==> src/sv/abl_pkg.sv <==
// Shared types and constants for the ambient backlight controller.
// No dependencies; imported by every module of the block.
package abl_pkg;

  localparam int unsigned LevelW   = 10;
  localparam int unsigned LumaW    = 8;
  localparam int unsigned ApbAddrW = 4;
  localparam int unsigned ApbDataW = 32;

  localparam logic [LevelW-1:0] LEVEL_MAX = 10'd1000;

  // Register reset values.
  localparam logic [LevelW-1:0] HYST_RESET    = 10'd50;
  localparam logic [LevelW-1:0] WALL_RESET    = 10'd600;
  localparam logic              PRESENT_RESET = 1'b1;

  // Register indexes, taken from paddr word bits.
  localparam logic [1:0] REG_HYST    = 2'd0;
  localparam logic [1:0] REG_WALL    = 2'd1;
  localparam logic [1:0] REG_PRESENT = 2'd2;

  typedef enum logic [1:0] {
    OP_LUMA   = 2'd0,
    OP_MANUAL = 2'd1,
    OP_RESUME = 2'd2,
    OP_POWER  = 2'd3
  } op_e;

  typedef struct packed {
    logic [LevelW-1:0] hyst;
    logic [LevelW-1:0] wall_level;
    logic              present;
  } cfg_t;

endpackage

==> src/sv/abl_cfg.sv <==
// Configuration register file with an APB-style slave port.
// Depends on abl_pkg for the register map and the cfg_t struct.
module abl_cfg
  import abl_pkg::*;
(
  input  logic                clk_i,
  input  logic                rst_ni,
  input  logic                psel,
  input  logic                penable,
  input  logic                pwrite,
  input  logic [ApbAddrW-1:0] paddr,
  input  logic [ApbDataW-1:0] pwdata,
  output logic [ApbDataW-1:0] prdata,
  output logic                pready,
  output cfg_t                cfg_o
);

  cfg_t       cfg_q, cfg_d;
  logic       wr_en;
  logic [1:0] reg_idx;

  assign pready  = 1'b1;
  assign wr_en   = psel && penable && pwrite;
  assign reg_idx = paddr[3:2];

  always_comb begin
    cfg_d = cfg_q;
    if (wr_en) begin
      unique case (reg_idx)
        REG_HYST:    cfg_d.hyst       = pwdata[LevelW-1:0];
        REG_WALL:    cfg_d.wall_level = pwdata[LevelW-1:0];
        REG_PRESENT: cfg_d.present    = pwdata[0];
        default:     cfg_d = cfg_q;
      endcase
    end
  end

  always_comb begin
    unique case (reg_idx)
      REG_HYST:    prdata = {{(ApbDataW-LevelW){1'b0}}, cfg_q.hyst};
      REG_WALL:    prdata = {{(ApbDataW-LevelW){1'b0}}, cfg_q.wall_level};
      REG_PRESENT: prdata = {{(ApbDataW-1){1'b0}}, cfg_q.present};
      default:     prdata = '0;
    endcase
  end

  always_ff @(posedge clk_i or negedge rst_ni) begin
    if (!rst_ni) begin
      cfg_q.hyst       <= HYST_RESET;
      cfg_q.wall_level <= WALL_RESET;
      cfg_q.present    <= PRESENT_RESET;
    end else begin
      cfg_q <= cfg_d;
    end
  end

  assign cfg_o = cfg_q;

endmodule

==> src/sv/abl_curve.sv <==
// Luma to backlight level map: flat ends, three linear ramps, truncation.
// Depends on abl_pkg; purely combinational, one shared multiplier.
module abl_curve
  import abl_pkg::*;
(
  input  logic [LumaW-1:0]  luma_i,
  output logic [LevelW-1:0] level_o
);

  // Each segment is base + (k * d) / div.  The division is a multiply by
  // ceil(2^18 / div) and a shift, exact for the small numerators used here.
  localparam int unsigned Shift = 18;

  logic [LumaW-1:0]  d;
  logic [11:0]       num;
  logic [16:0]       recip;
  logic [LevelW-1:0] base;
  logic              flat;
  logic [28:0]       prod;
  logic [10:0]       quot;

  always_comb begin
    d     = '0;
    num   = '0;
    recip = '0;
    base  = 10'd130;
    flat  = 1'b1;
    priority if (luma_i <= 8'd25) begin
      base = 10'd130;
    end else if (luma_i <= 8'd85) begin
      d     = luma_i - 8'd25;
      num   = {4'b0, d} * 12'd7;
      recip = 17'd43691;
      base  = 10'd130;
      flat  = 1'b0;
    end else if (luma_i <= 8'd150) begin
      d     = luma_i - 8'd85;
      num   = {4'b0, d} * 12'd20;
      recip = 17'd20165;
      base  = 10'd200;
      flat  = 1'b0;
    end else if (luma_i >= 8'd210) begin
      base = LEVEL_MAX;
    end else begin
      d     = luma_i - 8'd150;
      num   = {4'b0, d} * 12'd35;
      recip = 17'd87382;
      base  = 10'd300;
      flat  = 1'b0;
    end
  end

  assign prod = {17'b0, num} * {12'b0, recip};
  assign quot = prod[Shift+10:Shift];

  always_comb begin
    if (flat) begin
      level_o = base;
    end else begin
      level_o = base + quot[LevelW-1:0];
    end
  end

endmodule

==> src/sv/abl_ctrl.sv <==
// Input register, control state, decision logic and result register.
// Depends on abl_pkg and instantiates abl_curve.
module abl_ctrl
  import abl_pkg::*;
(
  input  logic              clk_i,
  input  logic              rst_ni,
  input  cfg_t              cfg_i,
  input  logic              in_valid_i,
  output logic              in_stall_o,
  input  logic [1:0]        operation_i,
  input  logic [LumaW-1:0]  frame_luma_i,
  input  logic [LevelW-1:0] manual_level_i,
  input  logic              on_wall_power_i,
  output logic              out_valid_o,
  input  logic              out_stall_i,
  output logic              drive_valid_o,
  output logic [LevelW-1:0] drive_level_o,
  output logic              sample_request_o,
  output logic              auto_active_o,
  output logic              wall_power_now_o,
  output logic [LumaW-1:0]  last_luma_o,
  output logic [LevelW-1:0] stored_manual_level_o
);

  // Input register.
  logic              in_vld_q;
  op_e               op_q;
  logic [LumaW-1:0]  luma_in_q;
  logic [LevelW-1:0] manual_in_q;
  logic              ac_in_q;

  // Control state.
  logic              auto_q, auto_d;
  logic              wall_q, wall_d;
  logic [LevelW-1:0] cur_q, cur_d;
  logic              known_q, known_d;
  logic [LumaW-1:0]  amb_q, amb_d;
  logic [LevelW-1:0] man_q, man_d;

  // Result register.
  logic              out_vld_q;
  logic              drive_q, drive_d;
  logic [LevelW-1:0] level_q, level_d;
  logic              sample_q, sample_d;

  logic              out_free;
  logic              advance;
  logic              accept;
  logic [LevelW-1:0] target;
  logic [LevelW-1:0] diff;
  logic [LevelW-1:0] wall_sat;

  assign out_free   = !out_vld_q || !out_stall_i;
  assign advance    = in_vld_q && out_free;
  assign in_stall_o = in_vld_q && !out_free;
  assign accept     = in_valid_i && !in_stall_o;

  abl_curve u_curve (
    .luma_i  (luma_in_q),
    .level_o (target)
  );

  assign diff     = (target >= cur_q) ? (target - cur_q) : (cur_q - target);
  assign wall_sat = (cfg_i.wall_level > LEVEL_MAX) ? LEVEL_MAX : cfg_i.wall_level;

  always_comb begin
    auto_d   = auto_q;
    wall_d   = wall_q;
    cur_d    = cur_q;
    known_d  = known_q;
    amb_d    = amb_q;
    man_d    = man_q;
    drive_d  = 1'b0;
    level_d  = '0;
    sample_d = 1'b0;
    unique case (op_q)
      OP_LUMA: begin
        amb_d = luma_in_q;
        if (auto_q && !wall_q && cfg_i.present && (!known_q || diff >= cfg_i.hyst)) begin
          drive_d = 1'b1;
          level_d = target;
        end
      end
      OP_MANUAL: begin
        auto_d = 1'b0;
        if (manual_in_q <= LEVEL_MAX) begin
          man_d = manual_in_q;
        end
      end
      OP_RESUME: begin
        auto_d   = 1'b1;
        sample_d = 1'b1;
      end
      OP_POWER: begin
        if (ac_in_q != wall_q) begin
          wall_d = ac_in_q;
          if (ac_in_q) begin
            if (cfg_i.present) begin
              drive_d = 1'b1;
              level_d = wall_sat;
            end
          end else if (auto_q) begin
            // Unplugged in auto mode: ask for a fresh frame.
            sample_d = 1'b1;
          end
        end
      end
      default: begin
        auto_d = auto_q;
      end
    endcase
    if (drive_d) begin
      cur_d   = level_d;
      known_d = 1'b1;
    end
  end

  always_ff @(posedge clk_i or negedge rst_ni) begin
    if (!rst_ni) begin
      in_vld_q  <= 1'b0;
      out_vld_q <= 1'b0;
      auto_q    <= 1'b1;
      wall_q    <= 1'b0;
      cur_q     <= '0;
      known_q   <= 1'b0;
      amb_q     <= '0;
      man_q     <= '0;
    end else begin
      if (accept) begin
        in_vld_q <= 1'b1;
      end else if (advance) begin
        in_vld_q <= 1'b0;
      end
      if (advance) begin
        out_vld_q <= 1'b1;
        auto_q    <= auto_d;
        wall_q    <= wall_d;
        cur_q     <= cur_d;
        known_q   <= known_d;
        amb_q     <= amb_d;
        man_q     <= man_d;
      end else if (!out_stall_i) begin
        out_vld_q <= 1'b0;
      end
    end
  end

  // Payload registers carry no reset.
  always_ff @(posedge clk_i) begin
    if (accept) begin
      op_q        <= op_e'(operation_i);
      luma_in_q   <= frame_luma_i;
      manual_in_q <= manual_level_i;
      ac_in_q     <= on_wall_power_i;
    end
    if (advance) begin
      drive_q               <= drive_d;
      level_q               <= level_d;
      sample_q              <= sample_d;
      auto_active_o         <= auto_d;
      wall_power_now_o      <= wall_d;
      last_luma_o           <= amb_d;
      stored_manual_level_o <= man_d;
    end
  end

  assign out_valid_o      = out_vld_q;
  assign drive_valid_o    = drive_q;
  assign drive_level_o    = level_q;
  assign sample_request_o = sample_q;

endmodule

==> src/sv/ambient_backlight_controller.sv <==
// Top level of the ambient backlight controller.
// Depends on abl_pkg, abl_cfg, abl_curve and abl_ctrl.
//
//   Port group  | Direction | Handshake              | Word contents
//   ------------+-----------+------------------------+------------------------------
//   in          | in        | in_valid_i/in_stall_o  | operation, luma, manual, power
//   out         | out       | out_valid_o/out_stall_i| drive, level, sample, status
//   apb         | in        | psel/penable, pready=1 | three config registers
//
// Every word gives exactly one result word. A word is held in the
// input register, and then the decision logic (the luma curve with one
// shared multiplier) feeds the result register; one word can be taken
// every cycle while out_stall_i is low. Reset clears both valid flags and
// the control state but sets auto mode. The result register holds while
// out_stall_i is high; the input register still takes a word then, and
// in_stall_o rises only when both registers are full.
module ambient_backlight_controller
  import abl_pkg::*;
(
  input  logic                clk_i,
  input  logic                rst_ni,
  input  logic                in_valid_i,
  output logic                in_stall_o,
  input  logic [1:0]          operation_i,
  input  logic [LumaW-1:0]    frame_luma_i,
  input  logic [LevelW-1:0]   manual_level_i,
  input  logic                on_wall_power_i,
  output logic                out_valid_o,
  input  logic                out_stall_i,
  output logic                drive_valid_o,
  output logic [LevelW-1:0]   drive_level_o,
  output logic                sample_request_o,
  output logic                auto_active_o,
  output logic                wall_power_now_o,
  output logic [LumaW-1:0]    last_luma_o,
  output logic [LevelW-1:0]   stored_manual_level_o,
  input  logic                psel,
  input  logic                penable,
  input  logic                pwrite,
  input  logic [ApbAddrW-1:0] paddr,
  input  logic [ApbDataW-1:0] pwdata,
  output logic [ApbDataW-1:0] prdata,
  output logic                pready
);

  cfg_t cfg;

  abl_cfg u_cfg (
    .clk_i   (clk_i),
    .rst_ni  (rst_ni),
    .psel    (psel),
    .penable (penable),
    .pwrite  (pwrite),
    .paddr   (paddr),
    .pwdata  (pwdata),
    .prdata  (prdata),
    .pready  (pready),
    .cfg_o   (cfg)
  );

  abl_ctrl u_ctrl (
    .clk_i                 (clk_i),
    .rst_ni                (rst_ni),
    .cfg_i                 (cfg),
    .in_valid_i            (in_valid_i),
    .in_stall_o            (in_stall_o),
    .operation_i           (operation_i),
    .frame_luma_i          (frame_luma_i),
    .manual_level_i        (manual_level_i),
    .on_wall_power_i       (on_wall_power_i),
    .out_valid_o           (out_valid_o),
    .out_stall_i           (out_stall_i),
    .drive_valid_o         (drive_valid_o),
    .drive_level_o         (drive_level_o),
    .sample_request_o      (sample_request_o),
    .auto_active_o         (auto_active_o),
    .wall_power_now_o      (wall_power_now_o),
    .last_luma_o           (last_luma_o),
    .stored_manual_level_o (stored_manual_level_o)
  );

endmodule

==> config.mk <==
export PLATFORM = sky130hd
export DESIGN_NAME = ambient_backlight_controller
export DESIGN_NICKNAME = d
export VERILOG_FILES = /design/src/sv/abl_pkg.sv /design/src/sv/abl_cfg.sv /design/src/sv/abl_curve.sv /design/src/sv/abl_ctrl.sv /design/src/sv/ambient_backlight_controller.sv
export SDC_FILE = /design/constraint.sdc
export NUM_CORES = 1
export LEC_CHECK = 0
export ABC_AREA = 1
export BUFFER_PORTS_ARGS = -buffer_cell sky130_fd_sc_hd__buf_2
export CAP_MARGIN = 0
export CELL_PAD_IN_SITES_DETAIL_PLACEMENT = 1
export CELL_PAD_IN_SITES_GLOBAL_PLACEMENT = 2
export CORE_MARGIN = 8
export CORE_UTILIZATION = 34
export DETAILED_ROUTE_END_ITERATION = 8
export GPL_ROUTABILITY_DRIVEN = 0
export GPL_TIMING_DRIVEN = 0
export PLACE_DENSITY_LB_ADDON = 0.2
export RECOVER_POWER = 100
export SLEW_MARGIN = 20
export SYNTH_ARGS = -nofsm -noshare
export SYNTH_HDL_FRONTEND = slang
export SYNTH_SLANG_ARGS = --single-unit
==> constraint.sdc <==
create_clock -name clk_i -period 13.6 [get_ports clk_i]
set_input_delay 3.4 -clock clk_i [delete_from_list [all_inputs] [get_ports clk_i]]
set_output_delay 3.4 -clock clk_i [all_outputs]
set_load 0.02 [all_outputs]
==> results.cfg, run 1 <==
[run]
maxCapViolCount = 1

[final_layout]
mostFrequentLayoutCell = inv_1
fin_util_pct = 41.5
fillers = 4591
final_layout_size_suffix_gt1_share_pct = 19.7
final_cell_area_um2 = 16000
antennaDiodeCount = 0
layout.nets = 2116
final_cell_mix = inv_1 (353), nand2_1 (230), fa_1 (142)
syn2layout_area_growth_pct = 20.4

[global_routing]
antenna_found_initial = 0
grt_pass1_vias = 11800
grt_max_degree = 55
grt_usage_pct = 17.4
grt_pass1_wl_um = 64200
grt-ovfl-total = 0

[die]
die-area_um2 = 45800
pin_count = 131
start_util_pct = 34.5
placementRows = 72
die_h_um = 214
core_um2 = 38600
die_w_um = 214

[cts]
cts_buffer_depth = 2
cts_tree = yes
htreeDepth = 3
cts_made_buffers = 9
clock_sinks = 107
root_buffer = clkbuf_16
clk_pin_slew_worst_paths_ns = 0.08
clock_latency_ns = 0.36

[sta]
timing.final.crit_share_pct = 95.7
finalMaxSlewViolations = 55
max_freq_mhz = 76.8
grt_setup_unrepaired = yes
setup_violations = 0
worst_pin_slew_ns = 3.05
maxSlewHeadroom_pct = -103
post-route-min-period_ns = 13.02
hold_slack_ns = 0.483
finalHoldViolCount = 0
finalWorstSetupSlack_ns = 0.582
skew_ns = 0.0143

[critical_path]
worstSetupStartpoint = u_ctrl.luma_in_q[2]
crit_path_top_delay_cell = edfxtp_1
slowest_delay_ns = 0.57
critPathCaptureType = flip-flop
cp_data_required_time_ns = 13.88
cp_max_fo = 8
worst_ep_arrival_time_ns = 13.30
cp_top_family = adder cells
crit_top_cell = buf_4
startpoint_type = flip-flop
cp_num_buf_inv = 20
r2r_start = u_ctrl.luma_in_q[2]
crit_type = reg -> reg

[hold_path]
hold_class = reg -> reg
worstHoldStart = u_ctrl.in_vld_q

[logic_synthesis]
synth_top_area_cell = fa_1
ys_top_cells_by_area = fa_1 (23%), ha_1 (14%), edfxtp_1 (12%)
synth_seq_cells = 107
yosysSeqAreaShare_pct = 22.2
syn_inst = 1562
synth_top_area_share_pct = 22.7
synth_warnings = 0
synth_edf_count = 53
synthDistinctLibCells = 59
synthFlopType = edfxtp_1
syn_area_per_cell_um2 = 8.53
synth_area_um2 = 13300
ys_async_sr_fraction_pct = 50.5

[route]
drtPass1Iterations = 4
drc = 0
detail_route.wl_per_cell_um = 17.7
vias_per_cell = 4.69
num_vias = 10700
drtIter0Drc = 405
ant_nets = 0
wl_um = 40300

[place]
dpl-instance-area_um2 = 14500
pre_cts_slack_ns = -1.83
dp_hpwl_um = 33800
port-buffer-count = 83

[outcome]
violations = capacitance limit, slew limit
status = finished with violations
## kinds of logic after synthesis
group | share of synthesized area, %
muxes | 0.310
AOI/OAI and AO/OA | 9.92
other | 0.0563
adders and majority gates | 36.9
DFF | 22.2
buffers and inverters | 13.1
and+or+nand+nor | 14.2
xor gates and xnor gates | 3.35
## registers in the layout (all words and copies together) (netlist names)
name / count
u_ctrl.luma_in_q: 8
u_ctrl.cur_q: 10
u_ctrl.amb_q: 8
u_ctrl.known_q: 1
u_ctrl.wall_power_now_o: 1
u_ctrl.ac_in_q: 1
u_ctrl.out_valid_o: 1
u_ctrl.in_vld_q: 1
u_ctrl.auto_active_o: 1
u_ctrl.sample_request_o: 1
u_ctrl.manual_in_q: 10
u_ctrl.drive_level_o: 10
u_ctrl.stored_manual_level_o: 10
u_ctrl.auto_q: 1
u_cfg.cfg_o: 21
u_ctrl.drive_valid_o: 1
u_ctrl.man_q: 10
u_ctrl.op_q: 2
u_ctrl.wall_q: 1
u_ctrl.last_luma_o: 8
## metal layers
layer  vias to the layer above  GRT usage, %  wire (um)
li1                       5162             -          -
met1                      5329          22.7      18700
met2                       132          30.6      19900
met3                        28          2.44       1180
met4                         0          3.22        464
met5                         -             0          0
## cell type report
cell class / count / area (um^2) / share of cell area [%]
Tap cell: 518 / 648 / 4.04
Timing Repair Buffer: 151 / 907 / 5.65
Clock buffer: 9 / 225 / 1.40
Multi-Input combinational cell: 1052 / 9470 / 59.0
Sequential cell: 107 / 2950 / 18.4
Clock inverter: 7 / 73.8 / 0.460
Buffer: 49 / 330 / 2.06
Inverter: 379 / 1440 / 9.00
## worst paths after layout
check	endpoint	slack (ns)	cells past startpoint
setup / recovery	u_ctrl.cur_q[4]	0.58	75
hold / removal	u_ctrl.out_valid_o	0.48	2
setup reg to reg	u_ctrl.cur_q[4]	0.58	75
hold reg to reg	u_ctrl.out_valid_o	0.48	2
max in group asynchronous	u_ctrl.man_q[5]	7.84	1
min in group asynchronous	u_cfg.cfg_o[3]	4.04	1
## tightest hold or removal path, delay by kind of cell, from the launching register on
family / cells / cell delay, ns
buffers and inverters: 1 / 0.06
flip-flops: 1 / 0.33
AND/OR/NAND/NOR: 1 / 0.06
## synthesized netlist by cell type (all sizes together) (15+ instances only)
cell    number
xnor2       15
nand2      262
nor2       101
edfxtp      53
inv        377
ha         152
fa         151
dfrtp       45
clkbuf      17
a21oi       81
nand3       41
o21ai      101
buf         32
xor2        36
## what timing repair did
item                       CTS  global route
resized for setup           56           131
gates cloned                 0             1
setup endpoints to repair   22            22
hold buffers                 0             0
setup buffers               28            39
pin swaps                   19            94
## per-stage QoR
stage | cells | TNS, ns
global placement | 2188 | -34.15
floorplan | 1587 | 0
CTS | 2233 | 0
global route | 2272 | -2.26
detailed placement | 2189 | -36.23
finish | 2272 | 0
Power of run 1 is not shown: default switching activity piles up to over one toggle a cycle in this logic, so the estimate is an artifact.
==> run 2: changes to the inputs <==
Settings changed: CORE_ASPECT_RATIO from default to 0.8.
==> results.cfg, run 2 (synthesized netlist as in run 1, its figures left out) <==
[sta]
maxSlewHeadroom_pct = -110
finalMaxSlewViolations = 84
worst_pin_slew_ns = 3.16
setup_tns_ns = 0
post-route-min-period_ns = 12.90
timing.final.crit_share_pct = 94.9
setup_violations = 0
hold_slack_ns = 0.458
max_freq_mhz = 77.5
skew_ns = 0.0182
finalHoldViolCount = 0

[die]
die_h_um = 193
die-area_um2 = 45800
pin_count = 131
core_um2 = 39000
placementRows = 65
start_util_pct = 34.2
die_w_um = 237

[cts]
clock_sinks = 107
clock_latency_ns = 0.36
cts_buffer_depth = 2
cts_tree = yes
root_buffer = clkbuf_16
cts_made_buffers = 9
htreeDepth = 3
clk_pin_slew_worst_paths_ns = 0.08

[critical_path]
startpoint_type = flip-flop
cp_max_fo = 7
critPathCaptureType = flip-flop
slowest_delay_ns = 0.56
crit_top_cell = nand2_2
cp_data_required_time_ns = 13.88
worst_ep_arrival_time_ns = 13.18
crit_type = reg -> reg
crit_path_top_delay_cell = fa_2

[global_routing]
grt_usage_pct = 17.5
grt_pass1_vias = 11300
grt_max_degree = 55
grt-ovfl-total = 0
antenna_found_initial = 0
grt_pass1_wl_um = 62900

[place]
port-buffer-count = 83
dp_hpwl_um = 34700

[final_layout]
largest_reg_flops = 21
mostFrequentLayoutCell = inv_1
layout.nets = 2090
fin_util_pct = 40.3
final_layout_size_suffix_gt1_share_pct = 17.4
antennaDiodeCount = 0
fillers = 4654
syn2layout_area_growth_pct = 18.1
final_cell_mix = inv_1 (356), nand2_1 (225), fa_1 (144)

[route]
wl_um = 40900
vias_per_cell = 4.74
drtPass1Iterations = 5
num_vias = 10600
detail_route.wl_per_cell_um = 18.3
drc = 0
ant_nets = 0
drtIter0Drc = 464

[run]
maxCapViolCount = 2

[outcome]
violations = capacitance limit, slew limit
status = finished with violations

[hold_path]
hold_class = reg -> reg
## run 2: changes by cell type in the layout (fill, tap and decap cells not counted), moves of 4 or more
cell,delta
buf_4,-24
nor2_2,-6
o21ai_0,+6
o21ai_1,-6
a21oi_2,-5
ha_4,-5
nand2_1,-5
nand2_2,+5
a21oi_1,+4
inv_2,-4
nor2_1,+4
## run 2: stage by stage
stage	cells	cell area (um^2)	setup slack, ns
final	2230	15700	0.700
after global placement	2172	14500	-2.03
after CTS	2206	15200	0.00830
after global routing	2230	15700	-0.0465
after floorplan	1587	13400	0.982
after detailed placement	2173	14500	-2.10
## run 2: timing repair
action                                  in CTS  in global routing
endpoints found under the setup margin      22                 22
gates resized for setup                     52                119
gates cloned                                 0                  1
buffers inserted                            17                 24
hold buffers                                 0                  0
pin swaps                                   19                 58
## run 2: final timing paths
kind                                     start              end  slack, ns  depth (start not counted)
setup / recovery           u_ctrl.luma_in_q[1]  u_ctrl.cur_q[0]       0.70                         80
hold / removal                  u_ctrl.known_q   u_ctrl.known_q       0.46                          2
setup reg to reg           u_ctrl.luma_in_q[1]  u_ctrl.cur_q[0]       0.70                         80
min in group asynchronous               rst_ni  u_cfg.cfg_o[14]       4.08                          1
hold reg to reg                 u_ctrl.known_q   u_ctrl.known_q       0.46                          2
max in group asynchronous               rst_ni   u_cfg.cfg_o[1]       7.71                          1
## run 2: cell type report
cell class	count	area, um^2	area share, %
Buffer	48	328	2.08
Clock buffer	10	229	1.45
Clock inverter	6	63.8	0.405
Inverter	379	1450	9.18
Multi-Input combinational cell	1052	9400	59.7
Sequential cell	107	2950	18.8
Tap cell	502	628	3.99
Timing Repair Buffer	126	691	4.39
## run 2: critical path, delay by kind of cell (launching register included)
| family | cells | cell delay, ns |
|---|---|---|
| adders and majority gates | 13 | 4.98 |
| and+or+nand+nor | 35 | 3.40 |
| AOI/OAI and AO/OA | 18 | 2.37 |
| buffers and inverters | 12 | 1.39 |
| DFF | 1 | 0.39 |
| xor gates and xnor gates | 2 | 0.28 |
## run 2: metal layers
layer,wire length (um),vias to the layer above,track usage (%),share of wire [%]
li1,-,5139,-,-
met1,21000,5263,26.1,51
met2,18200,146,27.6,44
met3,1380,26,2.24,3.4
met4,327,0,2.06,0.80
met5,0,-,0,0
Power of run 2 is left out for the same reason.
